$ cat src/i2cms_pkg.sv
package i2cms_pkg;

    typedef enum logic [2:0] {
        OP_START     = 3'd0,
        OP_STOP      = 3'd1,
        OP_WRITE     = 3'd2,
        OP_READ      = 3'd3,
        OP_SEND_ACK  = 3'd4,
        OP_READ_ACK  = 3'd5
    } op_t;

    localparam logic [15:0] PHASE_TICKS_RESET = 16'd720;
    localparam logic [1:0]  SUB_LAST          = 2'd2;

    typedef struct packed {
        logic       cmd_valid;
        logic [2:0] func;
        logic [7:0] tx_byte;
        logic       ack_level;
        logic       sda_in;
    } cmd_item_t;

    typedef struct packed {
        logic       scl_out;
        logic       sda_out;
        logic       busy_res;
        logic       done_res;
        logic [7:0] rx_byte;
        logic       ack_seen;
    } res_item_t;

    typedef struct packed {
        logic       scl_set;
        logic       scl_val;
        logic       sda_set;
        logic       sda_val;
        logic       rx_set;
        logic [2:0] rx_idx;
        logic       ack_set;
        logic       ack_val;
    } phase_act_t;

    function automatic logic [4:0] op_len(input op_t op);
        logic [4:0] len;
        case (op)
            OP_START:    len = 5'd4;
            OP_STOP:     len = 5'd3;
            OP_WRITE:    len = 5'd24;
            OP_READ:     len = 5'd25;
            OP_SEND_ACK: len = 5'd3;
            OP_READ_ACK: len = 5'd4;
            default:     len = 5'd1;
        endcase
        return len;
    endfunction

endpackage

$ cat src/i2cms_chan_if.sv
interface i2cms_chan_if #(
    parameter type payload_t = logic
) ();
    logic     valid;
    logic     ready;
    payload_t payload;

    modport source (output valid, output payload, input ready);
    modport sink   (input valid, input payload, output ready);
endinterface

$ cat src/i2cms_phase_decode.sv
module i2cms_phase_decode
    import i2cms_pkg::*;
(
    input  op_t        op,
    input  logic [4:0] phase,
    input  logic [1:0] sub,
    input  logic [2:0] bit_idx,
    input  logic [7:0] shift_out,
    input  logic       sda_in,
    output phase_act_t act
);

    always_comb
    begin
        act        = '0;
        act.rx_idx = ~bit_idx;
        case (op)
            OP_START:
            begin
                if (phase == 5'd0)
                begin
                    act.sda_set = 1'b1;
                    act.sda_val = 1'b1;
                end
                else if (phase == 5'd1)
                begin
                    act.scl_set = 1'b1;
                    act.scl_val = 1'b1;
                end
                else if (phase == 5'd2)
                begin
                    act.sda_set = 1'b1;
                    act.sda_val = 1'b0;
                end
                else
                begin
                    act.scl_set = 1'b1;
                    act.scl_val = 1'b0;
                end
            end
            OP_STOP:
            begin
                if (phase == 5'd0)
                begin
                    act.sda_set = 1'b1;
                    act.sda_val = 1'b0;
                end
                else if (phase == 5'd1)
                begin
                    act.scl_set = 1'b1;
                    act.scl_val = 1'b1;
                end
                else
                begin
                    act.sda_set = 1'b1;
                    act.sda_val = 1'b1;
                end
            end
            OP_WRITE:
            begin
                if (sub == 2'd0)
                begin
                    act.sda_set = 1'b1;
                    act.sda_val = shift_out[~bit_idx];
                end
                else if (sub == 2'd1)
                begin
                    act.scl_set = 1'b1;
                    act.scl_val = 1'b1;
                end
                else
                begin
                    act.scl_set = 1'b1;
                    act.scl_val = 1'b0;
                end
            end
            OP_READ:
            begin
                if (phase == 5'd0)
                begin
                    act.sda_set = 1'b1;
                    act.sda_val = 1'b1;
                end
                else if (sub == 2'd0)
                begin
                    act.scl_set = 1'b1;
                    act.scl_val = 1'b1;
                end
                else if (sub == 2'd1)
                begin
                    act.rx_set = sda_in;
                end
                else
                begin
                    act.scl_set = 1'b1;
                    act.scl_val = 1'b0;
                end
            end
            OP_SEND_ACK:
            begin
                if (phase == 5'd0)
                begin
                    act.sda_set = 1'b1;
                    act.sda_val = shift_out[0];
                end
                else if (phase == 5'd1)
                begin
                    act.scl_set = 1'b1;
                    act.scl_val = 1'b1;
                end
                else
                begin
                    act.scl_set = 1'b1;
                    act.scl_val = 1'b0;
                end
            end
            default:
            begin
                if (phase == 5'd0)
                begin
                    act.sda_set = 1'b1;
                    act.sda_val = 1'b1;
                end
                else if (phase == 5'd1)
                begin
                    act.scl_set = 1'b1;
                    act.scl_val = 1'b1;
                end
                else if (phase == 5'd2)
                begin
                    act.ack_set = 1'b1;
                    act.ack_val = sda_in;
                end
                else
                begin
                    act.scl_set = 1'b1;
                    act.scl_val = 1'b0;
                end
            end
        endcase
    end

endmodule

$ cat src/i2c_master_bit_sequencer.sv
// Open-drain I2C master bit engine. Every cmd beat is one tick of the timebase and
// produces exactly one registered res beat; one beat is taken per clock, held
// back only while an unread res beat sits in the output register. A command
// (start, stop, write byte, read byte, send ack, read ack) starts only on an idle
// engine, otherwise it is dropped, as are func codes 6 and 7. Each command runs
// a fixed list of pin phases (4, 3, 24, 25, 3 and 4 phases), each lasting
// phase_ticks beats of a TIMER_WIDTH-bit timer, zero counting as one; it resets to
// 720, and the user writes it through cfg while the engine is idle, unenforced.
module i2c_master_bit_sequencer
    import i2cms_pkg::*;
#(
    parameter int TIMER_WIDTH = 16
) (
    input  logic         clk,
    input  logic         rst_n,
    i2cms_chan_if.sink   cmd,
    i2cms_chan_if.source res,
    i2cms_chan_if.sink   cfg
);

    logic [15:0]            phase_ticks_reg;
    logic                   scl_reg, scl_next;
    logic                   sda_reg, sda_next;
    op_t                    op_reg, op_next;
    logic [4:0]             phase_reg, phase_next;
    logic [1:0]             sub_reg, sub_next;
    logic [2:0]             bit_reg, bit_next;
    logic [TIMER_WIDTH-1:0] tick_reg, tick_next;
    logic [7:0]             shift_out_reg, shift_out_next;
    logic [7:0]             shift_in_reg, shift_in_next;
    logic                   ack_reg, ack_next;
    logic                   busy_reg, busy_next;
    logic                   done_next;
    logic                   res_valid_reg;
    res_item_t              res_reg;

    cmd_item_t              item;
    logic                   accept;
    logic                   start_cmd;
    op_t                    op_cur;
    logic [4:0]             phase_cur;
    logic [1:0]             sub_cur;
    logic [2:0]             bit_cur;
    logic [TIMER_WIDTH-1:0] tick_cur;
    logic [TIMER_WIDTH-1:0] lim_raw;
    logic [TIMER_WIDTH-1:0] lim_eff;
    logic [TIMER_WIDTH:0]   tick_inc;
    logic [4:0]             phase_inc;
    phase_act_t             act;

    assign item      = cmd.payload;
    assign cmd.ready = !res_valid_reg || res.ready;
    assign accept    = cmd.valid && cmd.ready;
    assign cfg.ready = 1'b1;

    assign start_cmd = !busy_reg && item.cmd_valid && (item.func <= OP_READ_ACK);
    assign op_cur    = start_cmd ? op_t'(item.func) : op_reg;
    assign phase_cur = start_cmd ? 5'd0 : phase_reg;
    assign sub_cur   = start_cmd ? 2'd0 : sub_reg;
    assign bit_cur   = start_cmd ? 3'd0 : bit_reg;
    assign tick_cur  = start_cmd ? '0 : tick_reg;

    assign lim_raw   = TIMER_WIDTH'(phase_ticks_reg);
    assign lim_eff   = (lim_raw == '0) ? TIMER_WIDTH'(1) : lim_raw;
    assign tick_inc  = {1'b0, tick_cur} + (TIMER_WIDTH+1)'(1);
    assign phase_inc = phase_cur + 5'd1;

    i2cms_phase_decode u_decode (
        .op        (op_cur),
        .phase     (phase_cur),
        .sub       (sub_cur),
        .bit_idx   (bit_cur),
        .shift_out (shift_out_next),
        .sda_in    (item.sda_in),
        .act       (act)
    );

    always_comb
    begin
        shift_out_next = shift_out_reg;
        shift_in_next  = shift_in_reg;
        if (start_cmd && (op_t'(item.func) == OP_WRITE))
        begin
            shift_out_next = item.tx_byte;
        end
        else if (start_cmd && (op_t'(item.func) == OP_SEND_ACK))
        begin
            shift_out_next = {7'd0, item.ack_level};
        end
        else if (start_cmd && (op_t'(item.func) == OP_READ))
        begin
            shift_in_next = '0;
        end

        scl_next   = scl_reg;
        sda_next   = sda_reg;
        ack_next   = ack_reg;
        op_next    = op_cur;
        phase_next = phase_cur;
        sub_next   = sub_cur;
        bit_next   = bit_cur;
        tick_next  = tick_cur;
        busy_next  = busy_reg || start_cmd;
        done_next  = 1'b0;

        if (busy_next)
        begin
            if (tick_cur == '0)
            begin
                if (act.scl_set)
                begin
                    scl_next = act.scl_val;
                end
                if (act.sda_set)
                begin
                    sda_next = act.sda_val;
                end
                if (act.rx_set)
                begin
                    shift_in_next[act.rx_idx] = 1'b1;
                end
                if (act.ack_set)
                begin
                    ack_next = act.ack_val;
                end
            end

            if (tick_inc >= {1'b0, lim_eff})
            begin
                tick_next  = '0;
                phase_next = phase_inc;
                if (!((op_cur == OP_READ) && (phase_cur == 5'd0)))
                begin
                    if (sub_cur == SUB_LAST)
                    begin
                        sub_next = 2'd0;
                        bit_next = bit_cur + 3'd1;
                    end
                    else
                    begin
                        sub_next = sub_cur + 2'd1;
                    end
                end
                if (phase_inc >= op_len(op_cur))
                begin
                    busy_next  = 1'b0;
                    phase_next = 5'd0;
                    done_next  = 1'b1;
                end
            end
            else
            begin
                tick_next = tick_inc[TIMER_WIDTH-1:0];
            end
        end
    end

    always_ff @(posedge clk or negedge rst_n)
    begin
        if (!rst_n)
        begin
            phase_ticks_reg <= PHASE_TICKS_RESET;
        end
        else if (cfg.valid && cfg.ready)
        begin
            phase_ticks_reg <= cfg.payload;
        end
    end

    // engine state moves only when a tick beat is taken
    always_ff @(posedge clk or negedge rst_n)
    begin
        if (!rst_n)
        begin
            scl_reg       <= 1'b1;
            sda_reg       <= 1'b1;
            op_reg        <= OP_START;
            phase_reg     <= '0;
            sub_reg       <= '0;
            bit_reg       <= '0;
            tick_reg      <= '0;
            shift_out_reg <= '0;
            shift_in_reg  <= '0;
            ack_reg       <= 1'b1;
            busy_reg      <= 1'b0;
        end
        else if (accept)
        begin
            scl_reg       <= scl_next;
            sda_reg       <= sda_next;
            op_reg        <= op_next;
            phase_reg     <= phase_next;
            sub_reg       <= sub_next;
            bit_reg       <= bit_next;
            tick_reg      <= tick_next;
            shift_out_reg <= shift_out_next;
            shift_in_reg  <= shift_in_next;
            ack_reg       <= ack_next;
            busy_reg      <= busy_next;
        end
    end

    always_ff @(posedge clk or negedge rst_n)
    begin
        if (!rst_n)
        begin
            res_valid_reg <= 1'b0;
        end
        else if (accept)
        begin
            res_valid_reg <= 1'b1;
        end
        else if (res.ready)
        begin
            res_valid_reg <= 1'b0;
        end
    end

    always_ff @(posedge clk)
    begin
        if (accept)
        begin
            res_reg.scl_out  <= scl_next;
            res_reg.sda_out  <= sda_next;
            res_reg.busy_res <= busy_next;
            res_reg.done_res <= done_next;
            res_reg.rx_byte  <= shift_in_next;
            res_reg.ack_seen <= ack_next;
        end
    end

    assign res.valid   = res_valid_reg;
    assign res.payload = res_reg;

endmodule

$ cat src/flat_wrapper.sv
// flat-port wrapper written by rule: the top's interface ports become plain ports
module i2c_master_bit_sequencer_flat import i2cms_pkg::*;
#(
    parameter int TIMER_WIDTH = 16
)
  (clk, rst_n, cmd_valid, cmd_payload, cmd_ready, res_valid, res_payload, res_ready, cfg_valid, cfg_payload, cfg_ready);
  i2cms_chan_if #(.payload_t(cmd_item_t)) cmd_i ();
  i2cms_chan_if #(.payload_t(res_item_t)) res_i ();
  i2cms_chan_if #(.payload_t(logic [15:0])) cfg_i ();
  input  logic clk;
  input  logic rst_n;
  input wire logic [$bits(cmd_i.valid)-1:0] cmd_valid;
  input wire logic [$bits(cmd_i.payload)-1:0] cmd_payload;
  output wire logic [$bits(cmd_i.ready)-1:0] cmd_ready;
  output wire logic [$bits(res_i.valid)-1:0] res_valid;
  output wire logic [$bits(res_i.payload)-1:0] res_payload;
  input wire logic [$bits(res_i.ready)-1:0] res_ready;
  input wire logic [$bits(cfg_i.valid)-1:0] cfg_valid;
  input wire logic [$bits(cfg_i.payload)-1:0] cfg_payload;
  output wire logic [$bits(cfg_i.ready)-1:0] cfg_ready;
  assign cmd_i.valid = cmd_valid;
  assign cmd_i.payload = cmd_payload;
  assign cmd_ready = cmd_i.ready;
  assign res_valid = res_i.valid;
  assign res_payload = res_i.payload;
  assign res_i.ready = res_ready;
  assign cfg_i.valid = cfg_valid;
  assign cfg_i.payload = cfg_payload;
  assign cfg_ready = cfg_i.ready;
  i2c_master_bit_sequencer #(.TIMER_WIDTH(TIMER_WIDTH)) u_core (.clk(clk), .rst_n(rst_n), .cmd(cmd_i), .res(res_i), .cfg(cfg_i));
endmodule
$ cat config.mk
export PLATFORM = sky130hd
export DESIGN_NAME = i2c_master_bit_sequencer_flat
export DESIGN_NICKNAME = d
export VERILOG_FILES = /design/src/i2cms_pkg.sv /design/src/i2cms_chan_if.sv /design/src/i2cms_phase_decode.sv /design/src/i2c_master_bit_sequencer.sv /design/src/flat_wrapper.sv
export SDC_FILE = /design/constraint.sdc
export NUM_CORES = 1
export LEC_CHECK = 0
export ABC_CLOCK_PERIOD_IN_PS = 8300
export BUFFER_PORTS_ARGS = -buffer_cell sky130_fd_sc_hd__buf_2
export CELL_PAD_IN_SITES_DETAIL_PLACEMENT = 1
export CELL_PAD_IN_SITES_GLOBAL_PLACEMENT = 1
export CORE_UTILIZATION = 45
export DETAILED_ROUTE_END_ITERATION = 6
export HOLD_SLACK_MARGIN = 0.1
export PLACE_DENSITY_LB_ADDON = 0.1
export SKIP_CTS_REPAIR_TIMING = 1
export SLEW_MARGIN = 10
export SYNTH_ARGS = -nofsm -noshare
export SYNTH_HDL_FRONTEND = slang
export SYNTH_SLANG_ARGS = --single-unit
$ cat constraint.sdc
create_clock -name clk -period 8.3 [get_ports clk]
set_input_delay 1.245 -clock clk [delete_from_list [all_inputs] [get_ports clk]]
set_output_delay 1.245 -clock clk [all_outputs]
set_load 0.05 [all_outputs]
==> results.sh, run 1 <==
export IMPL_status="complete, no violations"
export IMPL_crit_top_cell="nand2_1"
export IMPL_synth_fp_nets=595
export IMPL_hp_class="reg2reg"
export IMPL_cts_tree="done"
export IMPL_cp_depth=19
export IMPL_synth_seq_cells=79
export IMPL_core_um2=10400
export IMPL_ant_nets=0
export IMPL_max_slew_margin_rel=0.407
export IMPL_syn_to_final_growth_pct=10.7
export IMPL_synth_warnings=0
export IMPL_start_kind="input port"
export IMPL_crit_type="in2reg"
export IMPL_dieArea_um2=11300
export IMPL_drt_iter0_drc=193
export IMPL_max_stage_delay_ns=0.59
export IMPL_nNetsFinal=640
export IMPL_rr_worst_depth=18
export IMPL_die_w_um=106
export IMPL_grtUsageTotal=0.257
export IMPL_yosysSeqAreaShare=0.420
export IMPL_clk_pin_slew_ns=0.08
export IMPL_synth_ff_type="dfrtp_1"
export IMPL_dp_hpwl_um=9920
export IMPL_drc=0
export IMPL_clk_latency_ns=0.38
export IMPL_crit_fanout=20
export IMPL_fin_area_um2=5410
export IMPL_synth_area_um2=4890
export IMPL_synth_avg_cell_area_um2=9.19
export IMPL_arrival_ns=5.86
export IMPL_std_cell_rows=37
export IMPL_rsz0062_at_grt="no"
export IMPL_ir_worst_vdd_v=0.000164
export IMPL_setup_tns_final_ns=0
export IMPL_async_reset_ff_frac=0.835
export IMPL_clk_path_buf_depth=2
export IMPL_n_fill_cell=1247
export IMPL_maxCapViolations=0
export IMPL_cp_cell_sequence="buf_2 -> and2b_1 -> nand2_1 -> nand2_1 -> inv_1 -> ha_1 -> nand3_1 -> nor4_4 -> and3_1 -> xnor2_1 -> nor2_1 -> ha_1 -> nand4_1 -> nor2_1 -> nand2_1 -> o2111ai_1 -> a21o_1 -> o21ai_0 -> a32o_1"
export IMPL_crit_buf_inv=2
export IMPL_vias=4253
export IMPL_grt_overflow_total=0
export IMPL_num_antenna_cells=0
export IMPL_yosysUniqueCellTypes=69
export IMPL_clock_skew_ns=0.0129
export IMPL_die_y_um=106
export IMPL_dpl_cell_area_um2=5250
export IMPL_drv_slew=0
export IMPL_syn_instance_count=532
export IMPL_cts_root_buf="clkbuf_8"
export IMPL_firstDrtPassIters=4
export IMPL_leakagePower_nw=2.45
export IMPL_drive_gt1_frac=0.158
export IMPL_cts_made_buffers=9
export IMPL_numClockSinks=79
export IMPL_h_tree_depth=3
export IMPL_synth_edff_count=13
export IMPL_period_needed_ns=5.59
export IMPL_cp_slowest_cell="a21o_1"
export IMPL_wl_per_cell_um=18.8
export IMPL_port_buffers=49
export IMPL_place_gp_congestion=0.905
export IMPL_finalHoldViolations=0
export IMPL_finalSetupViolCount=0
export IMPL_post_route_period_util=0.674
export IMPL_crit_family="simple AND/OR/NAND/NOR gates"
export IMPL_power_density_nw_per_um2=233
export IMPL_num_io_pins=51
export IMPL_antenna_found_initial=0
export IMPL_routed_wl_um=13500
export IMPL_maxClockFrequency_mhz=179
export IMPL_start_util=0.469
export IMPL_via_per_inst=5.92
export IMPL_worstMarginPinSlew_ns=0.889
export IMPL_min_path_cells=2
export IMPL_mostFrequentLayoutCell="nand2_1"
export IMPL_worstPathRequired_ns=8.57
export IMPL_grt_pass1_vias=4505
export IMPL_layout_common_cells="nand2_1 (80), dfrtp_1 (59), buf_2 (49), nor2_1 (39), o21ai_0 (35)"
export IMPL_grt_max_degree=67
export IMPL_grt_first_pass_wirelength_um=22400
export IMPL_end_kind="flip-flop"
power breakdown:
part	internal (mW)	leakage [nW]	switching, mW	total (mW)
Sequential	0.444	0.978	0.0531	0.497
Combinational	0.183	1.39	0.318	0.502
Clock	0.107	0.0781	0.153	0.260
Total	0.735	2.45	0.525	1.26
area by class of cell:
cell class / instances / area, µm² / share of cell area
Timing Repair Buffer: 53 / 275 / 0.0509
Clock buffer: 10 / 128 / 0.0236
Tap cell: 136 / 170 / 0.0314
Inverter: 28 / 105 / 0.0194
Clock inverter: 6 / 37.5 / 0.00694
Sequential cell: 79 / 2050 / 0.379
Multi-Input combinational cell: 406 / 2650 / 0.489
Yosys cell counts, types with 3 or more instances:
master / instances / area, µm²
o211ai_1: 3 / 22.5
inv_1: 27 / 101
or3_1: 3 / 18.8
nor4_1: 6 / 37.5
nand2_1: 80 / 300
xor2_1: 11 / 96.3
nand2b_1: 11 / 68.8
xnor2_1: 6 / 52.6
and2_1: 5 / 31.3
clkbuf_1: 9 / 33.8
dfrtp_1: 59 / 1480
nand4_1: 8 / 50.1
o21ai_0: 35 / 175
ha_1: 28 / 350
a32o_1: 9 / 90.1
nor2_1: 39 / 146
o21a_1: 3 / 22.5
o41ai_1: 10 / 87.6
a21oi_1: 20 / 100
nor2b_1: 6 / 37.5
nand3_1: 14 / 70.1
edfxtp_1: 13 / 390
a21o_1: 7 / 52.6
a211oi_1: 3 / 22.5
mux2i_1: 8 / 80.1
a31oi_1: 3 / 18.8
and3_1: 5 / 31.3
dfstp_2: 7 / 184
a22o_1: 18 / 158
nor3b_1: 5 / 37.5
nor3_1: 14 / 70.1
buf_2: 6 / 30.0
worst register-to-register path, delay by kind of cell, from the launching register on:
kind,cells,cell delay [ns]
AOI/OAI and AO/OA,4,1.33
xor gates and xnor gates,1,0.14
adders and majority gates,2,0.55
and+or+nand+nor,10,2.39
DFF,1,0.67
buffers and inverters,1,0.15
stage by stage:
step	utilization	setup slack (ns)	total power, mW	instances	hold slack (ns)
global route	0.520	2.33	1.35	718	0.506
global placement	0.504	2.61	0.982	702	0.443
CTS	0.520	2.73	1.27	718	0.477
detailed placement	0.504	2.30	1.01	702	0.464
floorplan	-	3.33	0.849	532	0.437
finish	0.520	2.71	1.26	718	0.479
path summary, 6_finish.rpt:
path                            startpoint                   to  slack, ns
setup / recovery           cmd_payload[13]  u_core.phase_reg[0]       2.71
hold / removal              u_core.ack_reg       u_core.ack_reg       0.48
setup reg to reg           u_core.busy_reg  u_core.phase_reg[0]       2.95
hold reg to reg             u_core.ack_reg       u_core.ack_reg       0.48
max in group asynchronous            rst_n    u_core.lim_raw[2]       6.65
min in group asynchronous            rst_n     u_core.op_reg[2]       1.05
cells by family after synthesis:
family / Yosys count / synth area share
buffers and inverters: 47 / 0.0392
AOI/OAI and AO/OA: 137 / 0.200
adders and majority gates: 28 / 0.0717
and+or+nand+nor: 213 / 0.217
DFF: 79 / 0.420
xor gates and xnor gates: 17 / 0.0305
muxes: 10 / 0.0210
other: 1 / 0.000767
layer usage:
metal,up-vias,track usage,share of wire
met5,-,0,0
met4,0,0.103,0.024
met3,22,0.0478,0.038
met2,85,0.443,0.50
met1,2113,0.315,0.44
li1,2033,-,-
No activity file was read; power rests on OpenSTA's default activity.
==> run 2, diff against run 1 <==
--- a/config.mk
+++ b/config.mk
@@ -5,11 +5,12 @@
 export SDC_FILE = /design/constraint.sdc
 export NUM_CORES = 1
 export LEC_CHECK = 0
-export ABC_CLOCK_PERIOD_IN_PS = 8300
+export ABC_AREA = 1
+export ABC_CLOCK_PERIOD_IN_PS = 4680
 export BUFFER_PORTS_ARGS = -buffer_cell sky130_fd_sc_hd__buf_2
 export CELL_PAD_IN_SITES_DETAIL_PLACEMENT = 1
 export CELL_PAD_IN_SITES_GLOBAL_PLACEMENT = 1
-export CORE_UTILIZATION = 45
+export CORE_UTILIZATION = 40
 export DETAILED_ROUTE_END_ITERATION = 6
 export HOLD_SLACK_MARGIN = 0.1
 export PLACE_DENSITY_LB_ADDON = 0.1
==> constraint.sdc (replaced) <==
create_clock -name clk -period 4.68 [get_ports clk]
set_input_delay 0.702 -clock clk [delete_from_list [all_inputs] [get_ports clk]]
set_output_delay 0.702 -clock clk [all_outputs]
set_load 0.05 [all_outputs]
==> results.sh, run 2 <==
export IMPL_leakagePower_nw=3.14
export IMPL_n_fill_cell=1676
export IMPL_grt_pass1_vias=5154
export IMPL_clockPowerShare=0.223
export IMPL_ant_nets=0
export IMPL_drc=0
export IMPL_port_buffers=49
export IMPL_yosysSeqAreaShare=0.385
export IMPL_numClockSinks=79
export IMPL_start_kind="input port"
export IMPL_yosysUniqueCellTypes=46
export IMPL_maxClockFrequency_mhz=253
export IMPL_dieArea_um2=13800
export IMPL_h_tree_depth=3
export IMPL_syn_to_final_growth_pct=13.0
export IMPL_grtUsageTotal=0.236
export IMPL_num_io_pins=51
export IMPL_crit_fanout=15
export IMPL_nNetsFinal=846
export IMPL_timing_final_ws_setup_ns=0.735
export IMPL_firstDrtPassIters=4
export IMPL_cts_made_buffers=9
export IMPL_synth_most_common_cell="nand2_1"
export IMPL_power_switching_mw=1.39
export IMPL_start_util=0.416
export IMPL_vias=4898
export IMPL_crit_type="in2reg"
export IMPL_drive_gt1_frac=0.159
export IMPL_synth_area_um2=5330
export IMPL_synth_top_cell_by_area="dfrtp_1"
export IMPL_syn_instance_count=732
export IMPL_mostFrequentLayoutCell="nand2_1"
export IMPL_dp_worst_setup_slack_ns=0.371
export IMPL_max_slew_margin_rel=0.397
export IMPL_rsz0062_at_grt="no"
export IMPL_synth_top_cell_area_share=0.277
export IMPL_drt_iter0_drc=170
export IMPL_cts_root_buf="clkbuf_16"
export IMPL_die_w_um=117
export IMPL_wl_per_cell_um=15.8
export IMPL_cts_tree="done"
export IMPL_grt_max_degree=37
export IMPL_synth_seq_cells=79
export IMPL_layout_common_cells="nand2_1 (217), inv_1 (102), nand3_1 (69), dfrtp_1 (59), nor2_1 (57)"
export IMPL_core_um2=12800
export IMPL_status="complete, no violations"
export IMPL_yosys_top_cells_count="nand2_1 (217), inv_1 (103), nand3_1 (69)"
export IMPL_maxCapViolations=0
export IMPL_grt_overflow_total=0
export IMPL_synth_avg_cell_area_um2=7.28
export IMPL_dp_hpwl_um=11700
export IMPL_clk_path_buf_depth=2
export IMPL_place_gp_congestion=0.903
export IMPL_arrival_ns=4.21
export IMPL_grt_first_pass_wirelength_um=25900
export IMPL_num_antenna_cells=0
export IMPL_synth_warnings=0
export IMPL_clock_skew_ns=0.0118
export IMPL_routed_wl_um=15200
export IMPL_std_cell_rows=41
export IMPL_async_reset_ff_frac=0.835
export IMPL_via_per_inst=5.10
export IMPL_synth_top_cells_by_area="dfrtp_1 (28%), nand2_1 (15%), edfxtp_1 (7.3%)"
export IMPL_hp_class="in2async"
export IMPL_switching_share=0.456
export IMPL_seqPwrFrac=0.315
export IMPL_worstMarginPinSlew_ns=0.905
export IMPL_die_y_um=117
export IMPL_clk_pin_slew_ns=0.07
export IMPL_clk_latency_ns=0.35
export IMPL_post_route_period_util=0.843
export IMPL_drv_slew=0
export IMPL_finalSetupViolCount=0
export IMPL_stdcell_count=960
export IMPL_ir_worst_vdd_v=0.000177
export IMPL_period_needed_ns=3.95
export IMPL_synth_fp_nets=795
export IMPL_hold_slack_ns=0.482
export IMPL_finalHoldViolations=0
export IMPL_synth_edff_count=13
export IMPL_dp_cells=944
export IMPL_p_comb_frac=0.462
export IMPL_power_density_nw_per_um2=508
export IMPL_p_int_mw=1.66
export IMPL_end_kind="flip-flop"
export IMPL_synth_ff_type="dfrtp_1"
export IMPL_antenna_found_initial=0
export IMPL_setup_tns_final_ns=0
export IMPL_rr_worst_depth=24
export IMPL_worstPathRequired_ns=4.94
run 2: changes by cell type in the layout (fill, tap and decap cells not counted), moves of 11 or more:
cell	previous run	this run
nand3_1	14	69
inv_1	27	102
nand2_1	80	217
a22o_1	18	0
nor2_1	39	57
nand2b_1	11	0
run 2: final cells by class:
cell class,count,area (µm²),share of cell area
Clock buffer,9,225,0.0374
Clock inverter,7,53.8,0.00894
Inverter,113,424,0.0705
Sequential cell,79,2050,0.341
Multi-Input combinational cell,524,2750,0.457
Timing Repair Buffer,56,298,0.0495
Tap cell,172,215,0.0358
run 2: kinds of logic (layout without fill, tap and decap cells):
group,Yosys count,count (layout),share of synthesized area
AND/OR/NAND/NOR,396,396,0.330
buffers and inverters,129,185,0.0986
AO/OA/AOI/OAI,85,85,0.0974
flip-flops,79,79,0.385
adder cells (fa/ha/maj),28,28,0.0657
XOR/XNOR,14,14,0.0230
other,1,1,0.000704
run 2: through the flow:
step	util	area [µm²]	power (mW)
final	0.469	6020	3.06
after global routing	0.469	6020	3.30
after CTS	0.469	6020	3.07
after detailed placement	0.448	5740	2.38
after global placement	0.448	5740	2.31
after floorplan	-	5330	1.99
run 2: critical path, stage by stage:
cell	delay (ns)
buf_2	0.12
nand2_1	0.08
nand2_2	0.22
nand2_1	0.17
nor3_2	0.22
nand3_1	0.22
nor2_1	0.21
nand2_1	0.13
nor2_1	0.14
xor2_1	0.24
ha_1	0.27
nand2_1	0.08
inv_1	0.04
nand2_1	0.05
nand2_1	0.04
a21oi_1	0.11
nand3_1	0.09
nand2_1	0.07
nand2_1	0.05
nand2_1	0.15
nand2_4	0.16
nor2_4	0.30
nand2_2	0.16
o21ai_0	0.19
run 2: power groups by stage:
stage / Clock [mW] / Sequential, mW / Combinational [mW]
2_1_floorplan: 0 / 1.02 / 0.969
3_3_place_gp: 0 / 0.966 / 1.35
3_5_place_dp: 0 / 0.972 / 1.41
4_1_cts: 0.694 / 0.961 / 1.42
5_1_grt: 0.718 / 0.979 / 1.60
6_report: 0.683 / 0.963 / 1.41
run 2: final timing paths:
check                                 from                      end  slack [ns]
min                                  rst_n  u_core.shift_out_reg[0]        0.48
min in group clk            u_core.sda_reg           u_core.sda_reg        0.48
min reg2reg                 u_core.sda_reg           u_core.sda_reg        0.48
max reg2reg                u_core.busy_reg       u_core.tick_reg[9]        0.74
max in group asynchronous            rst_n        u_core.lim_raw[7]        3.21
max                        cmd_payload[11]       u_core.tick_reg[9]        0.73
run 2: metal layers:
| layer | share of wire | up-vias | GRT usage |
|---|---|---|---|
| met5 | 0 | - | 0 |
| met4 | 0.014 | 0 | 0.0722 |
| met3 | 0.019 | 15 | 0.0272 |
| met1 | 0.46 | 2374 | 0.294 |
| met2 | 0.51 | 56 | 0.425 |
| li1 | - | 2453 | - |
